$ cat config.mk
export PLATFORM = sky130hd
export DESIGN_NAME = rtpn_cell
export DESIGN_NICKNAME = d
export VERILOG_FILES = /design/src/hw/rtl/rtpn_pkg.sv /design/src/hw/rtl/rtpn_cell.sv
export SDC_FILE = /design/constraint.sdc
export NUM_CORES = 1
export LEC_CHECK = 0
export BUFFER_PORTS_ARGS = -buffer_cell sky130_fd_sc_hd__buf_2
export CAP_MARGIN = 20
export CORE_MARGIN = 5
export CORE_UTILIZATION = 39
export DETAILED_ROUTE_END_ITERATION = 16
export PLACE_DENSITY = 0.83
export SKIP_LAST_GASP = 1
export SLEW_MARGIN = 30
export SYNTH_ARGS = -nofsm -noshare
export SYNTH_HDL_FRONTEND = slang
export SYNTH_SLANG_ARGS = --single-unit
$ cat constraint.sdc
create_clock -name clk -period 6.5 [get_ports clk]
set_clock_uncertainty 0.15 [all_clocks]
set_input_delay 0.975 -clock clk [delete_from_list [all_inputs] [get_ports clk]]
set_output_delay 0.975 -clock clk [all_outputs]
set_load 0.01 [all_outputs]
$ cat src/hw/rtl/rtpn_pkg.sv
// Shared types and constants for the note journal chapter block.
// Depends on nothing; every other file of the block imports it.
package rtpn_pkg;

    localparam int CNT_W = 8;               // holds a count up to 255
    localparam logic [7:0] LOG_MARK = 8'h80;
    localparam logic [3:0] NO_LOW = 4'd15;
    localparam logic [3:0] CHUNK_FULL = 4'd8;
    localparam logic [6:0] LEN_MAX = 7'd127;

    typedef enum logic [1:0] {
        OP_NOTE_ON  = 2'd0,
        OP_NOTE_OFF = 2'd1,
        OP_RESET    = 2'd2,
        OP_BUILD    = 2'd3
    } op_t;

    typedef struct packed {
        logic [1:0]  operation;
        logic [6:0]  pitch;
        logic [6:0]  velocity;
        logic [31:0] current_payload;
        logic [31:0] checkpoint_payload;
    } rtpn_item_t;

    typedef struct packed {
        logic [63:0] chunk;
        logic [3:0]  chunk_bytes;
        logic        last;
        logic        chapter_empty;
        logic        parent_s_clear;
        logic [7:0]  note_count;
    } rtpn_result_t;

    typedef enum logic [1:0] {
        CELL_HOLD = 2'd0,
        CELL_CMP  = 2'd1,
        CELL_UPD  = 2'd2,
        CELL_ROT  = 2'd3
    } cell_cmd_t;

    typedef struct packed {
        cell_cmd_t        cmd;
        logic [6:0]       pitch;
        logic [6:0]       vel;
        logic [CNT_W-1:0] count;
        logic             shift_en;
        logic [CNT_W-1:0] shift_from;
        logic [CNT_W-1:0] wpos;
    } cell_ctrl_t;

    typedef enum logic [2:0] {
        PK_NONE  = 3'd0,
        PK_TWO   = 3'd1,
        PK_ONE   = 3'd2,
        PK_FINAL = 3'd3,
        PK_EMPTY = 3'd4
    } pk_kind_t;

    typedef struct packed {
        pk_kind_t   kind;
        logic [7:0] b0;
        logic [7:0] b1;
    } pk_req_t;

    typedef struct packed {
        logic       parent;
        logic [7:0] note_count;
    } pk_meta_t;

endpackage

$ cat src/hw/rtl/rtpn_cell.sv
// One history cell: holds a single entry and passes it to its left neighbour.
// Depends on rtpn_pkg for the broadcast control struct.
module rtpn_cell
    import rtpn_pkg::*;
#(
    parameter int INDEX = 0,
    parameter int PAY_W = 32
)
(
    input  logic             clk,
    input  cell_ctrl_t       ctrl,
    input  logic [PAY_W-1:0] new_pay,
    input  logic [6:0]       nb_pitch,
    input  logic [6:0]       nb_vel,
    input  logic [PAY_W-1:0] nb_pay,
    output logic [6:0]       pitch,
    output logic [6:0]       vel,
    output logic [PAY_W-1:0] pay,
    output logic             match
);

    localparam logic [CNT_W-1:0] MY_IDX = CNT_W'(INDEX);

    logic [6:0]       pitch_reg;
    logic [6:0]       vel_reg;
    logic [PAY_W-1:0] pay_reg;
    logic             match_reg;

    always_ff @(posedge clk)
    begin
        unique case (ctrl.cmd)
            CELL_CMP:
            begin
                match_reg <= (MY_IDX < ctrl.count) && (pitch_reg == ctrl.pitch);
            end
            CELL_UPD:
            begin
                // The new entry lands at wpos while the gap closes in the same update.
                if (MY_IDX == ctrl.wpos)
                begin
                    pitch_reg <= ctrl.pitch;
                    vel_reg   <= ctrl.vel;
                    pay_reg   <= new_pay;
                end
                else if (ctrl.shift_en && (MY_IDX >= ctrl.shift_from))
                begin
                    pitch_reg <= nb_pitch;
                    vel_reg   <= nb_vel;
                    pay_reg   <= nb_pay;
                end
            end
            CELL_ROT:
            begin
                pitch_reg <= nb_pitch;
                vel_reg   <= nb_vel;
                pay_reg   <= nb_pay;
            end
            default:
            begin
            end
        endcase
    end

    assign pitch = pitch_reg;
    assign vel   = vel_reg;
    assign pay   = pay_reg;
    assign match = match_reg;

endmodule

# Word-level counts from Yosys, hierarchy flattened
# Cells that the tools add are included.
# op_classes
order_cmp	2
mux	9
reduce_logical	5
n_eq_ne	5
# ops
operator	count
$mux 32	2
$pmux 32 s2	1
$mux 7	4
$pmux 7 s2	2
$ge 1x8->1 const A	1
$logic_not 8->1	1
$lt 1x8->1 const A	1
$eq 7x7->1	1
$eq 2x2->1 const B	2
$ne 3x3->1 const B	1
$eq 2x1->1 const B	1
$logic_and 1x1->1	2
$reduce_and 2->1	1
$reduce_bool 2->1	1
# word_totals
inputBits	120
register_bits	47
elab_cells	25
output_inout_bits	47

# Logic depth before layout (Yosys ltp)
# depth
ltp_word	5
mapped_depth	4
ltp_nobuf	3

# Worst setup path after synthesis
# Ideal clock, no wire load.
# synth_path
path_kind	input -> register
startpoint	input ctrl[3] (netlist bit)
endpoint	register pay_reg[0], in the netlist pay[0], enable pin
setup_time_ns	0.521
path_buffers	0
arrival_ns	4.795
path_stages	3
slack_ns	1.034
required_time_ns	5.829
path_cell_list	nor4_4 > a21oi_1 > a21boi_0
# synth_via
elab_chain_len	3
# synth_rtl
element	line	text
start: declaration	rtpn_cell.sv:11	input cell_ctrl_t ctrl,
$logic_not 8->1	rtpn_cell.sv:39	if (MY_IDX == ctrl.wpos)
$ne 3x3->1 (no line)	n/a	
$reduce_and 2->1 (no line)	n/a	
end signal: assignment	rtpn_cell.sv:43	pay_reg <= new_pay;
end signal: assignment	rtpn_cell.sv:49	pay_reg <= nb_pay;
end signal: assignment	rtpn_cell.sv:56	pay_reg <= nb_pay;
end: declaration	rtpn_cell.sv:26	logic [PAY_W-1:0] pay_reg;
# No other way between the ends.
# A chain may end at the register's enable or synchronous reset.

# Worst setup path in the final report
# layout_path
startpoint	input ctrl[7] (netlist bit)
endpoint	register pay_reg[30], in the netlist pay[30], enable pin
# Same word-level chain as after synthesis.

==> impl_metrics.ini <==
[setup_path]
crit_fanout = 28
crit_arrival_ns = 2.60
r2r-end = match
critical_path.max_stage_delay_ns = 0.53
cpLargestDelayFamily = compound AO/OA/AOI/OAI gates
endpoint_kind = flop
critPathSlowestCell = a21boi_4
r2r_setup_slack_ns = 5.16
rr_startpoint = pitch[4]
critPathRequiredTime_ns = 6.31
critPathLaunchType = input pin
r2r_cells = 3
path_buf_inv = 2
path_class = input pin to flop
cp_cell_sequence = buf_2 > nor4_4 > a21oi_1 > a21boi_4 > buf_4

[floorplanning]
die_area_sq_um = 7085
coreArea_sq_um = 5439
start_util_pct = 39.45
die_h_um = 84.18
std_cell_rows = 27
io_pins = 167
die_w_um = 84.18

[final_layout]
layout-drive-gt1-share_pct = 62.07
fillers = 436
final_common_cell = buf_2
ff_latch_area_sq_um = 1411
areaGrowthSynthToFinish_pct = 49.21
nets = 409
largest_reg_flops = 32
multi_input_area_sq_um = 725.7
num_antenna_cells = 0
final_util_pct = 58.87
final_cell_mix = buf_2 (166), edfxtp_1 (47), mux2_1 (45), clkbuf_8 (5)
final_cells = 362

[global_route]
grt_first_pass_wirelength_mm = 8.742
antenna_found_initial = 0
track_usage_pct = 15.83
grt_pass1_vias = 1934
grt-ovfl-total = 0
grt_max_degree = 47

[yosys]
synthCells = 119
ys_warn_count = 0
synth_fp_nets = 239
ys_ff_latch = 47
synth_area_per_cell_sq_um = 18.03
ys_types = 17
seq_area_frac_synth_pct = 65.77
synth_area_sq_um = 2146

[clocking]
cts_resized = 0
post-cts-setup-buffers = 0
postCtsHoldBufs = 0
cts_max_level = 2
cts_buffers = 5
cts-root-buf = clkbuf_8
cts_sinks = 47
clk_latency_ns = 0.29
cts.clk_slew.worst_paths_ns = 0.09
clk_path_buf_depth = 2
cts_tree = built

[routing]
dr.pass1.iters = 3
vias = 1676
drc_errors = 0
vias_per_cell = 4.630
wl_per_cell_um = 15.37
drtIter0Drc = 30
antenna_left = 0
wirelength_mm = 5.564

[sta]
max_freq_mhz = 359.3
report.final.slew_viol_count = 0
rsz0062_at_grt = false
min_period_over_period_pct = 42.82
fin_setup_tns_ns = 0
whs_ns = 0.5751
timing_hold_violations_final = 0
relSlewSlack_pct = 56.68
setup_viol = 0
tightest_slew_ns = 0.6497
post-route-min-period_ns = 2.783

[flow_run]
cap_violations = 0

[hold_path]
hold-path-endpoint = match
worstHoldPathCells = 2
hold_path.class = flop to flop
hp-start = pitch[6]

[pwr]
ir_drop_mv = 0.1684
p_leak_nw = 1.409
power_density_nw_per_um2 = 220.6

[place]
io_buffer_count = 166
gp_congestion = 0.8148
placedCellCount = 354
hpwl_mm = 4.567

[run_status]
status = complete, no violations
through the flow:
stage	power, mW	setup slack [ns]	cell area (sq um)
after floorplan	0.4032	1.034	2146
after global placement	0.4615	3.419	3065
after detailed placement	0.4650	3.366	3065
after CTS	0.7168	3.690	3202
after global routing	0.7361	3.582	3202
final	0.7062	3.717	3202
metal layers:
| metal | vias up | GRT usage, % | part of all wire (%) |
|---|---|---|---|
| li1 | 807 | - | - |
| met1 | 762 | 14.43 | 32 |
| met2 | 99 | 28.91 | 52 |
| met3 | 8 | 8.930 | 14 |
| met4 | 0 | 5.994 | 1.4 |
| met5 | - | 0 | 0 |
Yosys cell counts, drive strengths merged:
cell | number | share of area (%)
a211o | 1 | 0.41
a21boi | 1 | 0.35
a21oi | 1 | 0.23
buf | 4 | 0.93
edfxtp | 47 | 66
mux2 | 46 | 24
nand2 | 1 | 0.17
nand3 | 2 | 1.0
nand4b | 1 | 0.41
nor2b | 1 | 0.29
nor3 | 1 | 0.23
nor4 | 6 | 3.1
xnor2 | 3 | 1.2
xor2 | 4 | 1.6
worst max-delay path by stage:
stage / from / to / slack, ns / cells after the start
2_1_floorplan: ctrl[3] / pay[0] / 1.03 / 3
3_3_place_gp: ctrl[3] / pay[26] / 3.42 / 5
3_5_place_dp: ctrl[7] / pay[18] / 3.37 / 5
4_1_cts: ctrl[7] / pay[31] / 3.69 / 5
5_1_grt: ctrl[7] / pay[10] / 3.58 / 5
6_report: ctrl[7] / pay[30] / 3.72 / 5
cell families (layout without fill, tap and decap cells):
family                    Yosys count  after routing  synth area share (%)
xor gates and xnor gates            7              7                 2.857
buffers and inverters               4            175                0.9330
and+or+nand+nor                    12             12                 5.306
AOI/OAI and AO/OA                   3              3                0.9912
DFF                                47             47                 65.77
muxes                              46             46                 24.14
where the power goes:
group | leakage [nW] | internal (mW) | switching [mW] | total (mW)
Sequential | 0.443 | 0.356 | 0.00557 | 0.362
Combinational | 0.901 | 0.0507 | 0.0440 | 0.0947
Clock | 0.0644 | 0.153 | 0.0965 | 0.250
Total | 1.41 | 0.560 | 0.146 | 0.706
cell type report:
class	instances	share of cell area, %
flip-flops and latches	47	44.08
repair buffers	167	26.18
multi-input cells	68	22.67
well taps	72	2.814
clock buffers	5	2.149
clock inverters	3	2.110
worst min-delay path: cells and delay by family (launching register included):
kind	cells	cell delay [ns]
DFF	1	0.36
and+or+nand+nor	1	0.06
xor gates and xnor gates	1	0.15
Note: power is estimated with default switching activity, not from simulation.
