`src/hw/rtl/rtpn_pkg.sv`:
```
// Shared types and constants for the note journal chapter block.
// Depends on nothing; every other file of the block imports it.
package rtpn_pkg;

    localparam int CNT_W = 8;               // holds a count up to 255
    localparam logic [7:0] LOG_MARK = 8'h80;
    localparam logic [3:0] NO_LOW = 4'd15;
    localparam logic [3:0] CHUNK_FULL = 4'd8;
    localparam logic [6:0] LEN_MAX = 7'd127;

    typedef enum logic [1:0] {
        OP_NOTE_ON  = 2'd0,
        OP_NOTE_OFF = 2'd1,
        OP_RESET    = 2'd2,
        OP_BUILD    = 2'd3
    } op_t;

    typedef struct packed {
        logic [1:0]  operation;
        logic [6:0]  pitch;
        logic [6:0]  velocity;
        logic [31:0] current_payload;
        logic [31:0] checkpoint_payload;
    } rtpn_item_t;

    typedef struct packed {
        logic [63:0] chunk;
        logic [3:0]  chunk_bytes;
        logic        last;
        logic        chapter_empty;
        logic        parent_s_clear;
        logic [7:0]  note_count;
    } rtpn_result_t;

    typedef enum logic [1:0] {
        CELL_HOLD = 2'd0,
        CELL_CMP  = 2'd1,
        CELL_UPD  = 2'd2,
        CELL_ROT  = 2'd3
    } cell_cmd_t;

    typedef struct packed {
        cell_cmd_t        cmd;
        logic [6:0]       pitch;
        logic [6:0]       vel;
        logic [CNT_W-1:0] count;
        logic             shift_en;
        logic [CNT_W-1:0] shift_from;
        logic [CNT_W-1:0] wpos;
    } cell_ctrl_t;

    typedef enum logic [2:0] {
        PK_NONE  = 3'd0,
        PK_TWO   = 3'd1,
        PK_ONE   = 3'd2,
        PK_FINAL = 3'd3,
        PK_EMPTY = 3'd4
    } pk_kind_t;

    typedef struct packed {
        pk_kind_t   kind;
        logic [7:0] b0;
        logic [7:0] b1;
    } pk_req_t;

    typedef struct packed {
        logic       parent;
        logic [7:0] note_count;
    } pk_meta_t;

endpackage

```
`src/hw/rtl/rtpn_packer.sv`:
```
// Byte packer and output register: gathers chapter bytes into 64-bit chunks.
// Depends on rtpn_pkg for the request, meta and result types.
module rtpn_packer
    import rtpn_pkg::*;
(
    input  logic         clk,
    input  logic         rst_n,
    input  pk_req_t      req,
    input  pk_meta_t     meta,
    output logic         taken,
    output logic         result_valid,
    input  logic         result_stall,
    output rtpn_result_t result
);

    logic [63:0]  word_reg, word_next;
    logic [3:0]   fill_reg, fill_next;
    logic         valid_reg, valid_next;
    rtpn_result_t res_reg, res_next;
    logic         can_load;
    logic         load;

    assign can_load = !valid_reg || !result_stall;

    always_comb
    begin
        taken     = 1'b0;
        load      = 1'b0;
        word_next = word_reg;
        fill_next = fill_reg;
        res_next  = res_reg;
        res_next.chunk          = word_reg;
        res_next.chunk_bytes    = fill_reg;
        res_next.last           = 1'b0;
        res_next.chapter_empty  = 1'b0;
        res_next.parent_s_clear = meta.parent;
        res_next.note_count     = meta.note_count;
        case (req.kind)
            PK_TWO, PK_ONE:
            begin
                if (fill_reg == CHUNK_FULL)
                begin
                    // A full chunk goes out before any further byte is added.
                    if (can_load)
                    begin
                        load      = 1'b1;
                        word_next = 64'd0;
                        fill_next = 4'd0;
                    end
                end
                else if (req.kind == PK_TWO)
                begin
                    word_next = word_reg | (64'({req.b0, req.b1})
                                << (7'd48 - {fill_reg, 3'b000}));
                    fill_next = fill_reg + 4'd2;
                    taken     = 1'b1;
                end
                else
                begin
                    word_next = word_reg | (64'(req.b0) << (7'd56 - {fill_reg, 3'b000}));
                    fill_next = fill_reg + 4'd1;
                    taken     = 1'b1;
                end
            end
            PK_FINAL:
            begin
                if (can_load)
                begin
                    load          = 1'b1;
                    res_next.last = 1'b1;
                    word_next     = 64'd0;
                    fill_next     = 4'd0;
                    taken         = 1'b1;
                end
            end
            PK_EMPTY:
            begin
                if (can_load)
                begin
                    load                    = 1'b1;
                    res_next.chunk          = 64'd0;
                    res_next.chunk_bytes    = 4'd0;
                    res_next.last           = 1'b1;
                    res_next.chapter_empty  = 1'b1;
                    res_next.parent_s_clear = 1'b0;
                    res_next.note_count     = 8'd0;
                    taken                   = 1'b1;
                end
            end
            default:
            begin
            end
        endcase
        valid_next = load ? 1'b1 : (valid_reg && result_stall);
    end

    always_ff @(posedge clk or negedge rst_n)
    begin
        if (!rst_n)
        begin
            word_reg  <= 64'd0;
            fill_reg  <= 4'd0;
            valid_reg <= 1'b0;
        end
        else
        begin
            word_reg  <= word_next;
            fill_reg  <= fill_next;
            valid_reg <= valid_next;
        end
    end

    always_ff @(posedge clk)
    begin
        if (load)
        begin
            res_reg <= res_next;
        end
    end

    assign result_valid = valid_reg;
    assign result       = res_reg;

endmodule
```
`config.mk`:
```
export PLATFORM = sky130hd
export DESIGN_NAME = rtpn_packer
export DESIGN_NICKNAME = d
export VERILOG_FILES = /design/src/hw/rtl/rtpn_pkg.sv /design/src/hw/rtl/rtpn_packer.sv
export SDC_FILE = /design/constraint.sdc
export NUM_CORES = 1
export LEC_CHECK = 0
export CAP_MARGIN = 20
export CORE_ASPECT_RATIO = 1.4
export CORE_MARGIN = 5
export CORE_UTILIZATION = 54
export DETAILED_ROUTE_END_ITERATION = 16
export DONT_BUFFER_PORTS = 1
export HOLD_SLACK_MARGIN = 0.08
export PLACE_DENSITY = 0.69
export SYNTH_ARGS = -nofsm -noshare
export SYNTH_HDL_FRONTEND = slang
export SYNTH_SLANG_ARGS = --single-unit
```
`constraint.sdc`:
```
create_clock -name clk -period 9.49 [get_ports clk]
set_input_delay 1.898 -clock clk [delete_from_list [all_inputs] [get_ports clk]]
set_output_delay 1.898 -clock clk [all_outputs]
set_load 0.005 [all_outputs]
```
; ---- Yosys cells after proc, flatten, opt, wreduce, memory -nomap -nowiden
; Index checks and enable logic that the tools add are counted.
[totals]
word_cells = 47
in_bits = 31
ff_bits = 148
[op_classes]
shift = 2
addsub = 4
n_reduce_logical = 7
mux = 18
eq_ne = 5
n_bitwise = 2
[ops]
columns = cell, n
row1 = $mux 64, 3
row2 = $or 64x64->64, 2
row3 = $pmux 64 s2, 1
row4 = $mux 79, 1
row5 = $mux 68, 1
row6 = $shl 16x7->64, 1
row7 = $shl 8x7->64, 1
row8 = $sub 6x7->7 const A, 2
row9 = $mux 4, 3
row10 = $mux 9, 1
row11 = $pmux 4 s2, 1
row12 = $eq 3x2->1 const B, 2
row13 = $pmux 1 s2, 3
row14 = $add 4x1->4 const B, 1
row15 = $add 4x2->4 const B, 1
row16 = $eq 4x4->1 const B, 1
row17 = $mux 1, 4
row18 = $reduce_or 2->1, 2
row19 = $eq 3x1->1 const B, 1
row20 = $eq 3x3->1 const B, 1
row21 = $logic_not 1->1, 2
row22 = $reduce_bool 2->1, 1
row23 = $logic_and 1x1->1, 1
row24 = $logic_or 1x1->1, 1

; ---- Logic depth before layout (Yosys ltp)
; Gate-level depths: netlist of run 1.
[depth]
word_depth = 6
depth_mapped = 12

; ---- Worst setup path after synthesis of run 1
; OpenSTA, ideal clock, no wires.
[synth_timing]
path_kind = input-to-reg
start = input port req[17] (netlist name)
end = register res_reg (netlist bit result[0]), enable pin
n_path_buf = 1
arrival_time_ns = 5.703
path_stages = 4
slack_ns = 3.270
cell_sequence = buf_4 nor3_1 a21oi_1 nor2_1
[synth_between]
elab_chain_len = 3
word_cells_on_any_way = 7
cone_classes = eq/ne (4) / mux (1) / reduce/logical (2)
[synth_lines]
columns = item, line
row1 = start: declaration, rtpn_packer.sv:8  ; input pk_req_t req,
row2 = $eq 3x3->1 (tied with other cells), rtpn_packer.sv:38  ; case (req.kind)
row3 = $reduce_or 2->1 (on tied branches), n/a
row4 = $pmux 1 s2 (*), rtpn_packer.sv:38
row5 = net load, rtpn_packer.sv:21  ; logic load;
row6 = end signal: assignment, rtpn_packer.sv:117  ; res_reg <= res_next;
row7 = end: declaration, rtpn_packer.sv:19  ; rtpn_result_t res_reg, res_next;
; The timed path passes the listed nets; every way through them passes the cells marked *.
; A chain may end at the register's enable or synchronous reset.

; ---- Worst setup path after layout of run 1
[layout_timing]
start = input port req[16] (netlist name)
end = output port taken
[layout_between]
elab_chain_len = 3
word_cells_on_any_way = 7
cone_classes = eq/ne (4) / mux (1) / reduce/logical (2)
[layout_lines]
columns = item, line
row1 = $eq 3x3->1 (tied with other cells), rtpn_packer.sv:38
row2 = $reduce_or 2->1 (on tied branches), n/a
row3 = $pmux 1 s2 (*), rtpn_packer.sv:38
row4 = end: declaration, rtpn_packer.sv:10  ; output logic taken,
; Every way passes the cells marked *; elsewhere a longest branch is shown, timed or not.

==> qor.yml, run 1 <==
drt-total-wl_um: 16300
worstMarginPinSlew_ps: 1040
worstPathArrival_ps: 2760
path_class: "in2out"
async_reset_ff_share_pct: 46.6
firstDrtPassIters: 5
yosys.area_share.xor_xnor_pct: 0.262
yosys.area_share.simple_pct: 16.9
layout.nets: 581
drtIter0Drc: 332
crit_fanout: 14
synthAdderAreaFrac_pct: 0.953
cts_inserted_buffers: 17
synth_edf_count: 79
synth_top_family_by_area: "compound AO/OA/AOI/OAI gates"
cts_max_path_buffers: 2
placed_cells: 676
die_x_um: 104
skew_ps: 10.4
routed-wl-met3_um: 1190
met1Wirelength_um: 6100
register_area_sq_um: 4100
routed_via_density: 6.43
min_path_cells: 2
cts_tree: "yes"
finalSetupViolCount: 0
place.gp.congestion: 0.866
synth_cell_types: 60
cpMaxStageDelayCell: "nand3_1"
postRouteAntennaNets: 0
outcome: "completed"
ctsHtreeMaxLevel: 4
grt_max_degree: 77
drv_slew: 0
ctsHoldBuffers: 0
max-cap-violations: 0
initial_core_util_pct: 54.7
drc: 0
design_area_sq_um: 7350
min_to: "word_reg[62]$_DFFE_PN0P_"
vias: 4557
antenna_found_initial: 0
n_fill_cell: 1004
cts-root-buf: "clkbuf_16"
place_area_sq_um: 6740
cpPeakStageDelay_ps: 420
fin_crit_sh_pct: 49.1
synth_compound_area_share_pct: 17.1
slew_headroom_pct: 30.2
largest_reg_flops: 79
cts.clk_slew.worst_paths_ps: 50
max_freq_mhz: 215
grtUsageTotal_pct: 22.3
dp_slack_ps: 4840
clkSinkCount: 148
cp.required_ps: 7590
layout_common_cells: "and2_1 (79), edfxtp_1 (79), dfrtp_1 (69)"
final.setup.tns_ps: 0
cp-start-kind: "input port"
rsz0062_at_grt: "no"
overflow: 0
die_area_sq_um: 14800
ys.flop_type: "edfxtp_1"
multiInputGateArea_sq_um: 2390
total_power_mw: 2.03
core_area_sq_um: 12300
final.min_clock_period_ps: 4660
reg2regPathDepth: 7
ys_seq_area_share_pct: 61.2
synthMuxAreaShare_pct: 0
power_density_nw_per_um2: 276
antenna_cells: 0
peakVddDrop_mv: 0.131
die_y_um: 142
post-dp-hpwl_um: 11000
yosysWarnings: 0
leakage_nw: 2.79
setup_slack_ps: 4830
end_kind: "output port"
reg2reg_slack_ps: 6160
avgSynthCellArea_sq_um: 12.0
hold_viol: 0
highest_layer: "met4"
routedWlPerCell_um: 23.0
drive_above_1_share_pct: 9.84
worstReg2RegStart: "fill_reg[1]$_DFFE_PN0P_"
instances_no_fill: 709
path_cells: "xor2_1 > nand3_1 > o21ai_0"
synthCells: 557
area_growth_pct: 9.75
grt_pass1_vias: 4525
cts.repair_timing.setup_buffer_count: 0
hold_class: "reg2reg"
ios: 112
rr_endpoint: "result[27]$_DFFE_PP_"
cts_resized: 0
rows: 48
synth.net_count: 592
critPathTopFamily: "simple AND/OR/NAND/NOR gates"
dr_wl_met2_um: 8630
synth-seq-cells: 148
synthesis.area_sq_um: 6700
worstSkewPairLatency_ps: 420
port_buffers: 0
cp.buffers_inverters: 0
grt_pass1_wl_um: 25600
holdCritStartpoint: "word_reg[62]$_DFFE_PN0P_"
worst register-to-register path, delay by kind of cell (launching register included):
kind / cells / cell delay, ps
AO/OA/AOI/OAI: 1 / 110
adder cells (fa/ha/maj): 2 / 470
buffers and inverters: 2 / 860
flip-flops: 1 / 530
AND/OR/NAND/NOR: 2 / 970
how the worst max path moves through the flow:
stage | startpoint | end | cells after the start
global placement | req[16] | taken | 3
detailed placement | req[16] | taken | 3
finish | req[16] | taken | 3
floorplan | req[17] | result[0]$_DFFE_PP_ | 4
global route | req[16] | taken | 3
CTS | req[16] | taken | 3
synth_stat cells, types with 4 or more instances:
cell       n  area [sq um]
a221o_1    8          80.1
dfrtp_1   69          1730
ha_1       4          50.1
inv_1      8          30.0
buf_2     11          55.1
nand2b_1  13          81.3
nor2b_1    8          50.1
nor4_1     4          25.0
a22oi_1   36           270
and3_1     6          37.5
o21ai_1    8          40.0
buf_6      6          67.6
nand2_1   20          75.1
clkbuf_1  14          52.6
and2_1    79           494
nor2_1    21          78.8
o21ai_0   51           255
a21oi_1   36           180
edfxtp_1  79          2370
a31oi_1    8          50.1
buf_4      4          30.0
a32oi_1   10          87.6
per-stage QoR:
stage	util, %	hold WS (ps)
after global routing	60.0	532
after CTS	59.9	500
after global placement	55.0	486
after floorplan	-	447
after detailed placement	55.0	485
final	60.0	498
metal layers:
layer	track usage (%)	vias up
li1	-	2049
met1	26.3	2255
met2	39.0	220
met3	6.55	33
met4	7.71	0
met5	0	-
final cells by class:
type	instances	share of cell area, %
sequential	148	55.8
multi-input combinational	365	32.5
timing repair buffer	5	0.511
tap	150	2.55
clock buffer	21	6.13
clock inverter	11	2.06
inverter	9	0.460
power by group:
part	switching, mW	internal [mW]	total [mW]
clock network	0.259	0.422	0.681
logic	0.285	0.167	0.452
registers	0.0813	0.814	0.895
total	0.625	1.40	2.03
kinds of logic after synthesis:
family | Yosys count
AO/OA/AOI/OAI | 178
XOR/XNOR | 2
adder cells (fa/ha/maj) | 5
buffers and inverters | 44
flip-flops | 148
AND/OR/NAND/NOR | 180
Note: power is estimated with default switching activity, not from simulation.
==> inputs of run 2 (changes only) <==
- ABC_AREA: not set -> 1
- PLACE_DENSITY: 0.69 -> 0.72
- clock period: 9.49 -> 4.2 ns (I/O delays scaled with it)
==> run 2 against run 1 <==
  * Via count increased by 31%
  * Count of clock-buffer cells in the layout decreased by 4
  * Total power increased to 2.8 times the previous value
  * Clock power increased by 130%
  * Non-clock buffer count increased by 3
  * Largest power group unchanged
  * Cell count increased by 55%
  * Utilization decreased by 0.79 points
  * Sequential share of layout area decreased by 5.8 points
  * Critical path type is now reg2out
==> qor.yml, run 2 <==
cts.clk_slew.worst_paths_ps: 70  # +20 ps
core_area_sq_um: 13800  # +13%
postRouteAntennaNets: 0  # unchanged
ctsHoldBuffers: 0  # unchanged
cts-root-buf: "clkbuf_16"
drive_above_1_share_pct: 7.99  # -1.9 points
routedWlPerCell_um: 17.4  # -24%
ys_seq_area_share_pct: 53.9  # -7.3 points
ys_top_cells_by_area: "edfxtp_1 (31%), dfrtp_1 (23%), nand2_1 (14%)"
clkSinkCount: 148  # unchanged
cp-start-kind: "register"
post-dp-hpwl_um: 13100  # +19%
synth_edf_count: 79  # unchanged
synth_most_common_cell: "nand2_1"
design_area_sq_um: 8200  # +12%
register_area_sq_um: 4100  # unchanged
end_kind: "output port"
antenna_cells: 0  # unchanged
worstSkewPairLatency_ps: 420  # about the same
die_y_um: 150  # +6.1%
final.min_clock_period_ps: 3360
path_class: "reg2out"
slew_headroom_pct: 37.8  # +7.6 points
yosysTopAreaCell: "edfxtp_1"
max_freq_mhz: 298
skew_ps: 8.97  # -1.42 ps
worstMarginPinSlew_ps: 933  # -106 ps
die_x_um: 110  # +5.9%
cts_resized: 0  # unchanged
rows: 51  # +6.3%
multiInputGateArea_sq_um: 2800  # +17%
outcome: "completed"
placed_cells: 1067  # +58%
peakVddDrop_mv: 0.356  # +170%
finalSetupViolCount: 0  # unchanged
reg2reg_slack_ps: 1090  # -5070 ps
reg2regPathDepth: 9  # +2
synth-seq-cells: 148  # unchanged
yosysWarnings: 0  # unchanged
drv_slew: 0  # unchanged
cp.required_ps: 3360  # -4230 ps
crit_path_frequent_cell: "inv_2"
initial_core_util_pct: 54.9  # +0.22 points
path_cells: "inv_2 > ha_1 > nand3_4 > inv_2 > nor2_8 > nand2_4 > nand2_1"
port_buffers: 0  # unchanged
area_growth_pct: 7.87
layout_common_cells: "nand2_1 (282), nor2_1 (145), inv_1 (90)"
synthCells: 925  # +66%
layout.nets: 936  # +61%
antenna_found_initial: 0  # unchanged
cts_tree: "yes"
fin_crit_sh_pct: 80.0
cts.repair_timing.setup_buffer_count: 0  # unchanged
grtUsageTotal_pct: 24.2  # +1.8 points
hold_viol: 0  # unchanged
routed_via_density: 5.41  # -16%
synth_common_cells: "nand2_1 (283), nor2_1 (145), inv_1 (90), edfxtp_1 (79), o21ai_0 (78)"
synth_top_cell_area_share_pct: 31.2  # -4.2 points
grt_max_degree: 70  # -9.1%
place_area_sq_um: 7590  # +13%
async_reset_ff_share_pct: 46.6  # unchanged
hold_class: "in2async"
place.gp.congestion: 0.952  # +9.9%
synth_cell_types: 34  # -43%
power_density_nw_per_um2: 696  # +150%
crit_fanout: 24  # +10
die_area_sq_um: 16600  # +12%
cts_max_path_buffers: 2  # unchanged
synth.net_count: 960  # +62%
largest_reg_flops: 79  # unchanged
instances_no_fill: 1099  # +55%
firstDrtPassIters: 5  # unchanged
worstReg2RegStart: "fill_reg[0]$_DFFE_PN0P_"
cts_inserted_buffers: 17  # unchanged
drt-total-wl_um: 19100  # +17%
drc: 0  # unchanged
drtIter0Drc: 533  # +61%
worstPathArrival_ps: 2520  # -240 ps
n_fill_cell: 1267  # +26%
synthesis.area_sq_um: 7600  # +13%
cpMaxStageDelayCell: "dfrtp_1"
grt_pass1_vias: 5788  # +28%
ios: 112  # unchanged
final.setup.tns_ps: 0  # unchanged
max-cap-violations: 0  # unchanged
layout_commonest_cell: "nand2_1"
grt_pass1_wl_um: 30300  # +18%
cpPeakStageDelay_ps: 840  # +420 ps
vias: 5949  # +31%
leakage_nw: 3.53  # +26%
rsz0062_at_grt: "no"
overflow: 0  # unchanged
avgSynthCellArea_sq_um: 8.21  # -32%
ctsHtreeMaxLevel: 4  # unchanged
ys.flop_type: "edfxtp_1"
rr_endpoint: "word_reg[63]$_DFFE_PN0P_"
## run 2: changes by cell type in the layout (fill, tap and decap cells not counted), sizes merged, moves of 7 or more
cell,change
a21oi,-13
a221o,-8
a22oi,-36
a31oi,-8
a32oi,-10
and2,-74
inv,+96
nand2,+268
nand2b,-14
nand3,+46
nor2,+126
nor2b,-9
nor4,-7
o21ai,+26
## run 2: area by class of cell
class	instances	share of cell area [%]
flip-flops and latches	148	50.0
multi-input cells	626	34.2
repair buffers	8	0.885
inverters	100	4.67
clock buffers	17	5.19
clock inverters	15	2.26
well taps	185	2.82
## run 2: worst max path at each step
stage                       startpoint                        to  slack, ps
5_1_grt        fill_reg[0]$_DFFE_PN0P_                     taken        720
4_1_cts        fill_reg[0]$_DFFE_PN0P_                     taken        870
3_5_place_dp   fill_reg[0]$_DFFE_PN0P_  word_reg[63]$_DFFE_PN0P_       1180
6_report       fill_reg[0]$_DFFE_PN0P_                     taken        840
3_3_place_gp   fill_reg[0]$_DFFE_PN0P_  word_reg[63]$_DFFE_PN0P_       1250
2_1_floorplan             result_stall       result[0]$_DFFE_PP_        590
## run 2: logic make-up after synthesis
group / synth area share, %
compound gates: 8.27
fa+ha+maj: 0.659
buf+inv: 9.37
flops: 53.9
simple gates: 27.8
## run 2: critical path, delay by kind of cell, from the launching register on
family	cells	cell delay, ps
flip-flops	1	840
AND/OR/NAND/NOR	4	450
buffers and inverters	2	450
adder cells (fa/ha/maj)	1	350
## run 2: power by group
part	leakage, nW	total [mW]	switching, mW	internal, mW
sequential	1.66	2.24	0.221	2.02
clock	0.295	1.56	0.658	0.903
combinational	1.57	1.90	1.39	0.513
total	3.53	5.70	2.27	3.43
## run 2: layer usage
| layer | track usage (%) | up-vias | part of all wire, % |
|---|---|---|---|
| met5 | 0 | - | 0 |
| met4 | 11.5 | 0 | 4.0 |
| met3 | 7.76 | 49 | 7.8 |
| met2 | 36.9 | 245 | 47 |
| met1 | 31.1 | 2774 | 41 |
| li1 | - | 2881 | - |
## run 2: through the flow
| step | util, % | hold WS [ps] | power, mW | setup WS (ps) |
|---|---|---|---|---|
| after floorplan | - | 449 | 3.73 | 590 |
| after global placement | 54.8 | 463 | 4.11 | 1250 |
| after detailed placement | 54.8 | 468 | 4.13 | 1180 |
| after CTS | 59.2 | 91.2 | 5.72 | 866 |
| after global routing | 59.2 | 85.0 | 6.06 | 723 |
| final | 59.2 | 105 | 5.70 | 840 |
